## src/rtl/rar_pkg.sv

```systemverilog
`default_nettype none

package rar_pkg;

  // Default operand size; operands are masked to this many bits
  localparam int OPERAND_BITS_DEF = 16;

  // Fixed field widths of the transactions
  localparam int MODE_W = 2;
  localparam int IN_W   = 16;
  localparam int NUM_W  = 34;
  localparam int DEN_W  = 32;
  localparam int FORM_W = 2;

  // Operation codes
  localparam logic [MODE_W-1:0] MODE_ADD = 2'd0;
  localparam logic [MODE_W-1:0] MODE_SUB = 2'd1;
  localparam logic [MODE_W-1:0] MODE_MUL = 2'd2;
  localparam logic [MODE_W-1:0] MODE_DIV = 2'd3;

  // Result form codes
  localparam logic [FORM_W-1:0] FORM_INT    = 2'd0;
  localparam logic [FORM_W-1:0] FORM_MIXED  = 2'd1;
  localparam logic [FORM_W-1:0] FORM_PROPER = 2'd2;

endpackage

`default_nettype wire

```

## src/rtl/rational_arith_reduce_top.sv

```systemverilog
`default_nettype none

// Fraction arithmetic with reduction to lowest terms. One transaction takes
// a_num/a_den and b_num/b_den and an operation (add, subtract, multiply,
// divide) and returns the reduced numerator and denominator, the whole part,
// the remainder and a form code. A fraction with a zero numerator or zero
// denominator counts as zero, but in subtract a zero denominator makes the
// result zero; a zero result is returned as all-zero fields. Items are
// handled one at a time: in_ready is high only while the sequencer is idle,
// and a finished result sits in an output register so the next item can be
// taken while it waits. With NW = 2*min(OPERAND_BITS,16)+1 (33 at the
// default), an item passes through four products in the shared multiplier,
// a combine step, a binary GCD and three restoring divisions (numerator by
// gcd, denominator by gcd, numerator by denominator); the GCD and the
// divisions share one subtract/compare unit. A zero result skips the GCD
// and the divisions. The GCD step count depends on the operand values.
module rational_arith_reduce_top #(
  parameter int OPERAND_BITS = rar_pkg::OPERAND_BITS_DEF
) (
  input  wire logic                        clk,
  input  wire logic                        rst_n,
  input  wire logic                        in_valid,
  output logic                             in_ready,
  input  wire logic [rar_pkg::MODE_W-1:0]  in_mode,
  input  wire logic [rar_pkg::IN_W-1:0]    in_a_num,
  input  wire logic [rar_pkg::IN_W-1:0]    in_a_den,
  input  wire logic [rar_pkg::IN_W-1:0]    in_b_num,
  input  wire logic [rar_pkg::IN_W-1:0]    in_b_den,
  output logic                             out_valid,
  input  wire logic                        out_ready,
  output logic signed [rar_pkg::NUM_W-1:0] out_res_num,
  output logic [rar_pkg::DEN_W-1:0]        out_res_den,
  output logic signed [rar_pkg::NUM_W-1:0] out_whole_part,
  output logic [rar_pkg::DEN_W-1:0]        out_frac_rem,
  output logic [rar_pkg::FORM_W-1:0]       out_form
);
  import rar_pkg::*;

  // Effective operand width, product width, unreduced numerator width
  localparam int W  = (OPERAND_BITS < IN_W) ? OPERAND_BITS : IN_W;
  localparam int PW = 2 * W;
  localparam int NW = PW + 1;
  localparam int CW = $clog2(NW);
  localparam int KW = $clog2(NW + 1);
  localparam logic [CW-1:0] DIV_LAST = CW'(NW - 1);

  typedef enum logic [2:0] {
    S_IDLE, S_MUL, S_COMB, S_GCD, S_DIVN, S_DIVD, S_DIVW, S_FIN
  } state_t;

  state_t state_r, state_nxt;

  // Operand and intermediate registers
  logic [MODE_W-1:0] mode_r, mode_nxt;
  logic [W-1:0]      an_r, an_nxt, ad_r, ad_nxt, bn_r, bn_nxt, bd_r, bd_nxt;
  logic [1:0]        mcnt_r, mcnt_nxt;
  logic [PW-1:0]     pa_r, pa_nxt, pb_r, pb_nxt, pc_r, pc_nxt, pd_r, pd_nxt;
  logic [NW-1:0]     n_r, n_nxt, d_r, d_nxt;
  logic              neg_r, neg_nxt, zero_r, zero_nxt;
  logic [NW-1:0]     x_r, x_nxt, y_r, y_nxt;
  logic [KW-1:0]     k_r, k_nxt;
  logic [NW-1:0]     rem_r, rem_nxt, quo_r, quo_nxt, dvs_r, dvs_nxt;
  logic [CW-1:0]     cnt_r, cnt_nxt;

  // Output register
  logic                    out_valid_r, out_valid_nxt;
  logic signed [NUM_W-1:0] num_o_r, num_o_nxt, whole_o_r, whole_o_nxt;
  logic [DEN_W-1:0]        den_o_r, den_o_nxt, rem_o_r, rem_o_nxt;
  logic [FORM_W-1:0]       form_o_r, form_o_nxt;

  // Shared multiplier: one product per cycle
  logic [W-1:0]  mul_a, mul_b;
  logic [PW-1:0] prod;

  always_comb begin
    case (mcnt_r)
      2'd0:    begin mul_a = an_r; mul_b = bd_r; end
      2'd1:    begin mul_a = ad_r; mul_b = bn_r; end
      2'd2:    begin mul_a = ad_r; mul_b = bd_r; end
      default: begin mul_a = an_r; mul_b = bn_r; end
    endcase
  end

  assign prod = {{W{1'b0}}, mul_a} * {{W{1'b0}}, mul_b};

  // Shared subtract/compare unit: GCD steps and restoring division steps
  logic [NW:0]   sub_a, sub_b;
  logic [NW+1:0] sub_diff;
  logic          sub_borrow;

  always_comb begin
    if (state_r == S_GCD) begin
      sub_a = {1'b0, x_r};
      sub_b = {1'b0, y_r};
    end else begin
      sub_a = {rem_r, quo_r[NW-1]};
      sub_b = {1'b0, dvs_r};
    end
  end

  assign sub_diff   = {1'b0, sub_a} - {1'b0, sub_b};
  assign sub_borrow = sub_diff[NW+1];

  // One restoring division step
  logic [NW-1:0] div_rem, div_quo;
  assign div_rem = sub_borrow ? sub_a[NW-1:0] : sub_diff[NW-1:0];
  assign div_quo = {quo_r[NW-2:0], ~sub_borrow};

  // Cross-product combination per operation, with the zero-operand rules
  logic          za, zb, cneg;
  logic [NW-1:0] cn, cd;

  always_comb begin
    za   = (an_r == '0) || (ad_r == '0);
    zb   = (bn_r == '0) || (bd_r == '0);
    cneg = 1'b0;
    cn   = '0;
    cd   = '0;
    case (mode_r)
      MODE_ADD: begin
        if (za) begin
          cn = NW'(bn_r);
          cd = NW'(bd_r);
        end else if (zb) begin
          cn = NW'(an_r);
          cd = NW'(ad_r);
        end else begin
          cn = NW'(pa_r) + NW'(pb_r);
          cd = NW'(pc_r);
        end
      end
      MODE_SUB: begin
        cneg = pa_r < pb_r;
        cn   = cneg ? NW'(pb_r - pa_r) : NW'(pa_r - pb_r);
        cd   = NW'(pc_r);
      end
      MODE_MUL: begin
        if (!za && !zb) begin
          cn = NW'(pd_r);
          cd = NW'(pc_r);
        end
      end
      default: begin
        if (!za && !zb) begin
          cn = NW'(pa_r);
          cd = NW'(pb_r);
        end
      end
    endcase
  end

  // Output formatting from the reduced fraction
  logic [NUM_W-1:0]  fmt_num, fmt_whole;
  logic [FORM_W-1:0] fmt_form;

  always_comb begin
    fmt_num   = NUM_W'(n_r);
    fmt_whole = NUM_W'(quo_r);
    if (neg_r) begin
      fmt_num = NUM_W'(0) - fmt_num;
      if (quo_r != '0) begin
        fmt_whole = NUM_W'(0) - fmt_whole;
      end
    end
    if (d_r == NW'(1)) begin
      fmt_form = FORM_INT;
    end else if (n_r > d_r) begin
      fmt_form = FORM_MIXED;
    end else begin
      fmt_form = FORM_PROPER;
    end
  end

  assign in_ready = (state_r == S_IDLE);

  // Sequencer
  always_comb begin
    state_nxt     = state_r;
    mode_nxt      = mode_r;
    an_nxt        = an_r;
    ad_nxt        = ad_r;
    bn_nxt        = bn_r;
    bd_nxt        = bd_r;
    mcnt_nxt      = mcnt_r;
    pa_nxt        = pa_r;
    pb_nxt        = pb_r;
    pc_nxt        = pc_r;
    pd_nxt        = pd_r;
    n_nxt         = n_r;
    d_nxt         = d_r;
    neg_nxt       = neg_r;
    zero_nxt      = zero_r;
    x_nxt         = x_r;
    y_nxt         = y_r;
    k_nxt         = k_r;
    rem_nxt       = rem_r;
    quo_nxt       = quo_r;
    dvs_nxt       = dvs_r;
    cnt_nxt       = cnt_r;
    out_valid_nxt = out_valid_r;
    num_o_nxt     = num_o_r;
    den_o_nxt     = den_o_r;
    whole_o_nxt   = whole_o_r;
    rem_o_nxt     = rem_o_r;
    form_o_nxt    = form_o_r;

    // result taken downstream
    if (out_valid_r && out_ready) begin
      out_valid_nxt = 1'b0;
    end

    case (state_r)
      S_IDLE: begin
        if (in_valid) begin
          mode_nxt  = in_mode;
          an_nxt    = in_a_num[W-1:0];
          ad_nxt    = in_a_den[W-1:0];
          bn_nxt    = in_b_num[W-1:0];
          bd_nxt    = in_b_den[W-1:0];
          mcnt_nxt  = '0;
          state_nxt = S_MUL;
        end
      end

      // four products, one per cycle
      S_MUL: begin
        case (mcnt_r)
          2'd0:    pa_nxt = prod;
          2'd1:    pb_nxt = prod;
          2'd2:    pc_nxt = prod;
          default: pd_nxt = prod;
        endcase
        mcnt_nxt = mcnt_r + 2'd1;
        if (mcnt_r == 2'd3) begin
          state_nxt = S_COMB;
        end
      end

      S_COMB: begin
        n_nxt    = cn;
        d_nxt    = cd;
        neg_nxt  = cneg;
        x_nxt    = cn;
        y_nxt    = cd;
        k_nxt    = '0;
        zero_nxt = (cn == '0) || (cd == '0);
        state_nxt = ((cn == '0) || (cd == '0)) ? S_FIN : S_GCD;
      end

      // binary GCD: one shift or compare/subtract per cycle
      S_GCD: begin
        if ((x_r == '0) || (y_r == '0)) begin
          dvs_nxt   = (x_r | y_r) << k_r;
          rem_nxt   = '0;
          quo_nxt   = n_r;
          cnt_nxt   = '0;
          state_nxt = S_DIVN;
        end else if (!x_r[0] && !y_r[0]) begin
          x_nxt = x_r >> 1;
          y_nxt = y_r >> 1;
          k_nxt = k_r + 1'b1;
        end else if (!x_r[0]) begin
          x_nxt = x_r >> 1;
        end else if (!y_r[0]) begin
          y_nxt = y_r >> 1;
        end else if (!sub_borrow) begin
          x_nxt = sub_diff[NW-1:0];
        end else begin
          // swap so the larger value is subtracted from next
          x_nxt = y_r;
          y_nxt = x_r;
        end
      end

      // numerator / gcd
      S_DIVN: begin
        rem_nxt = div_rem;
        quo_nxt = div_quo;
        cnt_nxt = cnt_r + 1'b1;
        if (cnt_r == DIV_LAST) begin
          n_nxt     = div_quo;
          rem_nxt   = '0;
          quo_nxt   = d_r;
          cnt_nxt   = '0;
          state_nxt = S_DIVD;
        end
      end

      // denominator / gcd
      S_DIVD: begin
        rem_nxt = div_rem;
        quo_nxt = div_quo;
        cnt_nxt = cnt_r + 1'b1;
        if (cnt_r == DIV_LAST) begin
          d_nxt     = div_quo;
          dvs_nxt   = div_quo;
          rem_nxt   = '0;
          quo_nxt   = n_r;
          cnt_nxt   = '0;
          state_nxt = S_DIVW;
        end
      end

      // whole part and remainder, left in quo_r and rem_r
      S_DIVW: begin
        rem_nxt = div_rem;
        quo_nxt = div_quo;
        cnt_nxt = cnt_r + 1'b1;
        if (cnt_r == DIV_LAST) begin
          state_nxt = S_FIN;
        end
      end

      // hand over to the output register once it is free
      S_FIN: begin
        if (!out_valid_r || out_ready) begin
          out_valid_nxt = 1'b1;
          if (zero_r) begin
            num_o_nxt   = '0;
            den_o_nxt   = '0;
            whole_o_nxt = '0;
            rem_o_nxt   = '0;
            form_o_nxt  = FORM_INT;
          end else begin
            num_o_nxt   = fmt_num;
            den_o_nxt   = DEN_W'(d_r);
            whole_o_nxt = fmt_whole;
            rem_o_nxt   = DEN_W'(rem_r);
            form_o_nxt  = fmt_form;
          end
          state_nxt = S_IDLE;
        end
      end

      default: begin
        state_nxt = S_IDLE;
      end
    endcase
  end

  // State and registers
  always_ff @(posedge clk) begin
    if (!rst_n) begin
      state_r     <= S_IDLE;
      out_valid_r <= 1'b0;
    end else begin
      state_r     <= state_nxt;
      out_valid_r <= out_valid_nxt;
    end
    mode_r    <= mode_nxt;
    an_r      <= an_nxt;
    ad_r      <= ad_nxt;
    bn_r      <= bn_nxt;
    bd_r      <= bd_nxt;
    mcnt_r    <= mcnt_nxt;
    pa_r      <= pa_nxt;
    pb_r      <= pb_nxt;
    pc_r      <= pc_nxt;
    pd_r      <= pd_nxt;
    n_r       <= n_nxt;
    d_r       <= d_nxt;
    neg_r     <= neg_nxt;
    zero_r    <= zero_nxt;
    x_r       <= x_nxt;
    y_r       <= y_nxt;
    k_r       <= k_nxt;
    rem_r     <= rem_nxt;
    quo_r     <= quo_nxt;
    dvs_r     <= dvs_nxt;
    cnt_r     <= cnt_nxt;
    num_o_r   <= num_o_nxt;
    den_o_r   <= den_o_nxt;
    whole_o_r <= whole_o_nxt;
    rem_o_r   <= rem_o_nxt;
    form_o_r  <= form_o_nxt;
  end

  assign out_valid      = out_valid_r;
  assign out_res_num    = num_o_r;
  assign out_res_den    = den_o_r;
  assign out_whole_part = whole_o_r;
  assign out_frac_rem   = rem_o_r;
  assign out_form       = form_o_r;

endmodule

`default_nettype wire
```

## config.mk

```make
export PLATFORM = sky130hd
export DESIGN_NAME = rational_arith_reduce_top
export DESIGN_NICKNAME = d
export VERILOG_FILES = /design/src/rtl/rar_pkg.sv /design/src/rtl/rational_arith_reduce_top.sv
export SDC_FILE = /design/constraint.sdc
export NUM_CORES = 2
export LEC_CHECK = 0
export BUFFER_PORTS_ARGS = -buffer_cell sky130_fd_sc_hd__buf_2
export CORE_MARGIN = 2
export CORE_UTILIZATION = 50
export CTS_CLUSTER_DIAMETER = 100
export CTS_CLUSTER_SIZE = 8
export DETAILED_ROUTE_END_ITERATION = 10
export HOLD_SLACK_MARGIN = 0.12
export PLACE_DENSITY = 0.67
export SYNTH_ARGS = -nofsm -noshare
export SYNTH_HDL_FRONTEND = slang
export SYNTH_SLANG_ARGS = --single-unit
export TNS_END_PERCENT = 10
```

## constraint.sdc

```tcl
create_clock -name clk -period 15.21 [get_ports clk]
set_input_delay 0.7605 -clock clk [delete_from_list [all_inputs] [get_ports clk]]
set_output_delay 0.7605 -clock clk [all_outputs]
set_load 0.02 [all_outputs]
```

==> results.sh <==
export IMPL_fin_skew_ns=0.06885
export IMPL_synth_flop_cell="edfxtp_1"
export IMPL_status="finished clean"
export IMPL_grt_max_degree=149
export IMPL_r2r_slack_ns=6.77
export IMPL_antenna_found_initial=4
export IMPL_tns_ns=0
export IMPL_worstPathMaxFanout=33
export IMPL_cap_violations=0
export IMPL_overflow=0
export IMPL_ctsHtreeMaxLevel=3
export IMPL_critical_path_class="flip-flop to flip-flop"
export IMPL_vias=37840
export IMPL_cts_made_buffers=83
export IMPL_worstSetupEndpointType="flip-flop"
export IMPL_hold_viol=0
export IMPL_clk_path_buf_depth=3
export IMPL_dpl_instance_area_sq_mm=0.04704
export IMPL_relSlewSlack=0.09523
export IMPL_finalSetupViolCount=0
export IMPL_io_buffers=205
export IMPL_dieArea_sq_mm=0.09191
export IMPL_tightestPinTransition_ns=1.319
export IMPL_wl_per_cell_um=26.83
export IMPL_netlist_instances=4700
export IMPL_pre_cts_ws_ns=6.956
export IMPL_area_growth_synth_to_final_pct=10.34
export IMPL_drt_wl_total_mm=161.6
export IMPL_synth_fa_ha_area_frac=0.1660
export IMPL_synth_seq_cells=579
export IMPL_viasPerCell=6.280
export IMPL_drc_errors=0
export IMPL_startpoint_type="flip-flop"
export IMPL_timing_fmax_mhz=118.4
export IMPL_syn_area_sq_mm=0.04475
export IMPL_io_pins=206
export IMPL_dp_hpwl_mm=122.5
export IMPL_synth_avg_cell_area_sq_um=9.522
export IMPL_drive_above_1_share=0.09963
export IMPL_hp_class="input pin to flip-flop"
export IMPL_fp_dieW_um=303.2
export IMPL_clock_latency_ns=0.70
export IMPL_synth_edff_count=575
export IMPL_nFillCells=7897
export IMPL_ys_warn_count=0
export IMPL_finalNonFillerCells=6025
export IMPL_cts_resized_gates=0
export IMPL_cts_setup_buffers=0
export IMPL_rows=109
export IMPL_synth_distinct_cells=95
export IMPL_fin_crit_ns=8.443
export IMPL_dp_cells=5913
export IMPL_clk_pin_slew_ns=0.06
export IMPL_ys_seq_area_frac=0.3876
export IMPL_grt_pass1_wl_mm=238.1
export IMPL_core_area_sq_mm=0.08851
export IMPL_post_route_period_util=0.5551
export IMPL_synth_nets=5245
export IMPL_root_buffer="clkbuf_16"
export IMPL_worst_slack_ns=6.767
export IMPL_finalInstanceArea_sq_mm=0.04938
export IMPL_cp_data_required_time_ns=15.67
export IMPL_rsz0062_at_grt="false"
export IMPL_synth_top_family_by_area="adder cells"
export IMPL_grt_usage=0.3512
export IMPL_synth_compound_area_share=0.1590
export IMPL_grt_pass1_vias=37030
export IMPL_cts_tree="built"
export IMPL_drt_initial_drc_count=4241
export IMPL_hold_buffers=0
export IMPL_drt_pass1_iterations=8
export IMPL_ant_nets=0
export IMPL_fin_nets=5378
export IMPL_drv_slew=0
export IMPL_cp_data_arrival_time_ns=8.90
export IMPL_synthXorXnorAreaFrac=0.03053
export IMPL_place_congestion=1.015
export IMPL_die_h_um=303.2
export IMPL_async_reset_ff_frac=0
export IMPL_synth_mux_area_frac=0.04404
export IMPL_synth_simple_gate_area_share=0.1556
export IMPL_clock_sinks=579
export IMPL_start_util=0.5056
[worst paths after layout]
kind                                    to  cells past startpoint                     from
max                     pa_r[30]$_DFFE_PP_                     25  mcnt_r[0]$_SDFFCE_PN0P_
min                     bn_r[10]$_DFFE_PP_                      1             in_b_num[10]
max reg2reg             pa_r[30]$_DFFE_PP_                     25  mcnt_r[0]$_SDFFCE_PN0P_
min reg2reg  out_frac_rem[9]$_SDFFCE_PP0P_                      1       rem_r[9]$_DFFE_PP_
[cell usage after synthesis (32+ instances only)]
cell type    n  area share
ha_1       277       0.077
nor2_1     529       0.044
nor4_1      51      0.0071
a222oi_1    32      0.0072
nand3_1     59      0.0066
xnor2_1     87       0.017
o21ai_0    186       0.021
nand2_1    525       0.044
nor2b_1     77       0.011
nand4_1     35      0.0049
o31ai_1     32      0.0054
mux2_2      38      0.0096
clkbuf_1   194       0.016
nand2b_1    32      0.0045
nor3_1     100       0.011
a21o_1      61       0.010
and2_1      32      0.0045
a21oi_1    357       0.040
xor2_1      69       0.014
a211oi_1    65       0.011
mux2i_1    153       0.034
edfxtp_1   575        0.39
inv_1      412       0.035
fa_1       198       0.089
[critical path, stage by stage (launching register included)]
cell and delay [ns]:
edfxtp_1 0.40, inv_1 0.09, ha_1 0.28, buf_4 0.43
mux2i_1 0.93, nor2_1 0.15, fa_1 0.52, inv_1 0.05
fa_1 0.39, fa_1 0.44, fa_1 0.49, inv_1 0.06
fa_1 0.54, fa_1 0.42, ha_1 0.42, nand3_1 0.10
o311ai_0 0.50, nand2_1 0.18, o21ai_0 0.42, a311o_1 0.33
a21bo_2 0.19, a41oi_1 0.16, a21oi_1 0.23, a21bo_2 0.15
a21oi_1 0.07, xnor2_1 0.27
[routing by layer]
layer | track usage | part of all wire | wire, um | vias up
met1 | 0.4268 | 0.37 | 60270 | 18380
met4 | 0.2259 | 0.071 | 11400 | 2
met2 | 0.5708 | 0.47 | 75530 | 1990
met5 | 0 | 0.000068 | 11 | -
met3 | 0.07132 | 0.089 | 14430 | 471
li1 | - | - | - | 17000
[placed cells by master (no fill, tap or decap), drive strengths merged, types with 62 or more instances in the layout]
| cell | n |
|---|---|
| a211oi | 65 |
| a21o | 62 |
| a21oi | 359 |
| buf | 296 |
| clkbuf | 100 |
| edfxtp | 575 |
| fa | 198 |
| ha | 277 |
| inv | 415 |
| mux2i | 153 |
| nand2 | 525 |
| nor2 | 529 |
| nor2b | 78 |
| nor3 | 101 |
| o21ai | 189 |
| xnor2 | 87 |
| xor2 | 69 |
[logic make-up (layout without fill, tap and decap cells)]
| family | count (synthesis) | after routing |
|---|---|---|
| xor+xnor | 156 | 156 |
| simple gates | 1551 | 1551 |
| buf+inv | 663 | 821 |
| other cells | 0 | 2 |
| fa+ha+maj | 475 | 475 |
| flops | 579 | 579 |
| mux | 192 | 192 |
| compound gates | 1084 | 1084 |
[cell type report]
type                       instances  area (sq um)  share of cell area
sequential                       579         17350              0.3513
clock inverter                    10         192.7            0.003902
multi-input combinational       3458         24960              0.5054
tap                             1165          1458             0.02952
antenna                            2         5.005           0.0001014
clock buffer                     100          2141             0.04335
inverter                         415          1558             0.03155
timing repair buffer             296          1722             0.03487
[stage by stage]
stage | util | hold slack, ns
after global routing | 0.5578 | 0.2238
after floorplan | - | 0.5303
after global placement | 0.5315 | 0.5510
after detailed placement | 0.5315 | 0.5521
after CTS | 0.5578 | 0.2004
final | 0.5579 | 0.2295
Power is not shown: default switching activity piles up to over one toggle a cycle in this logic, so the estimate is an artifact.
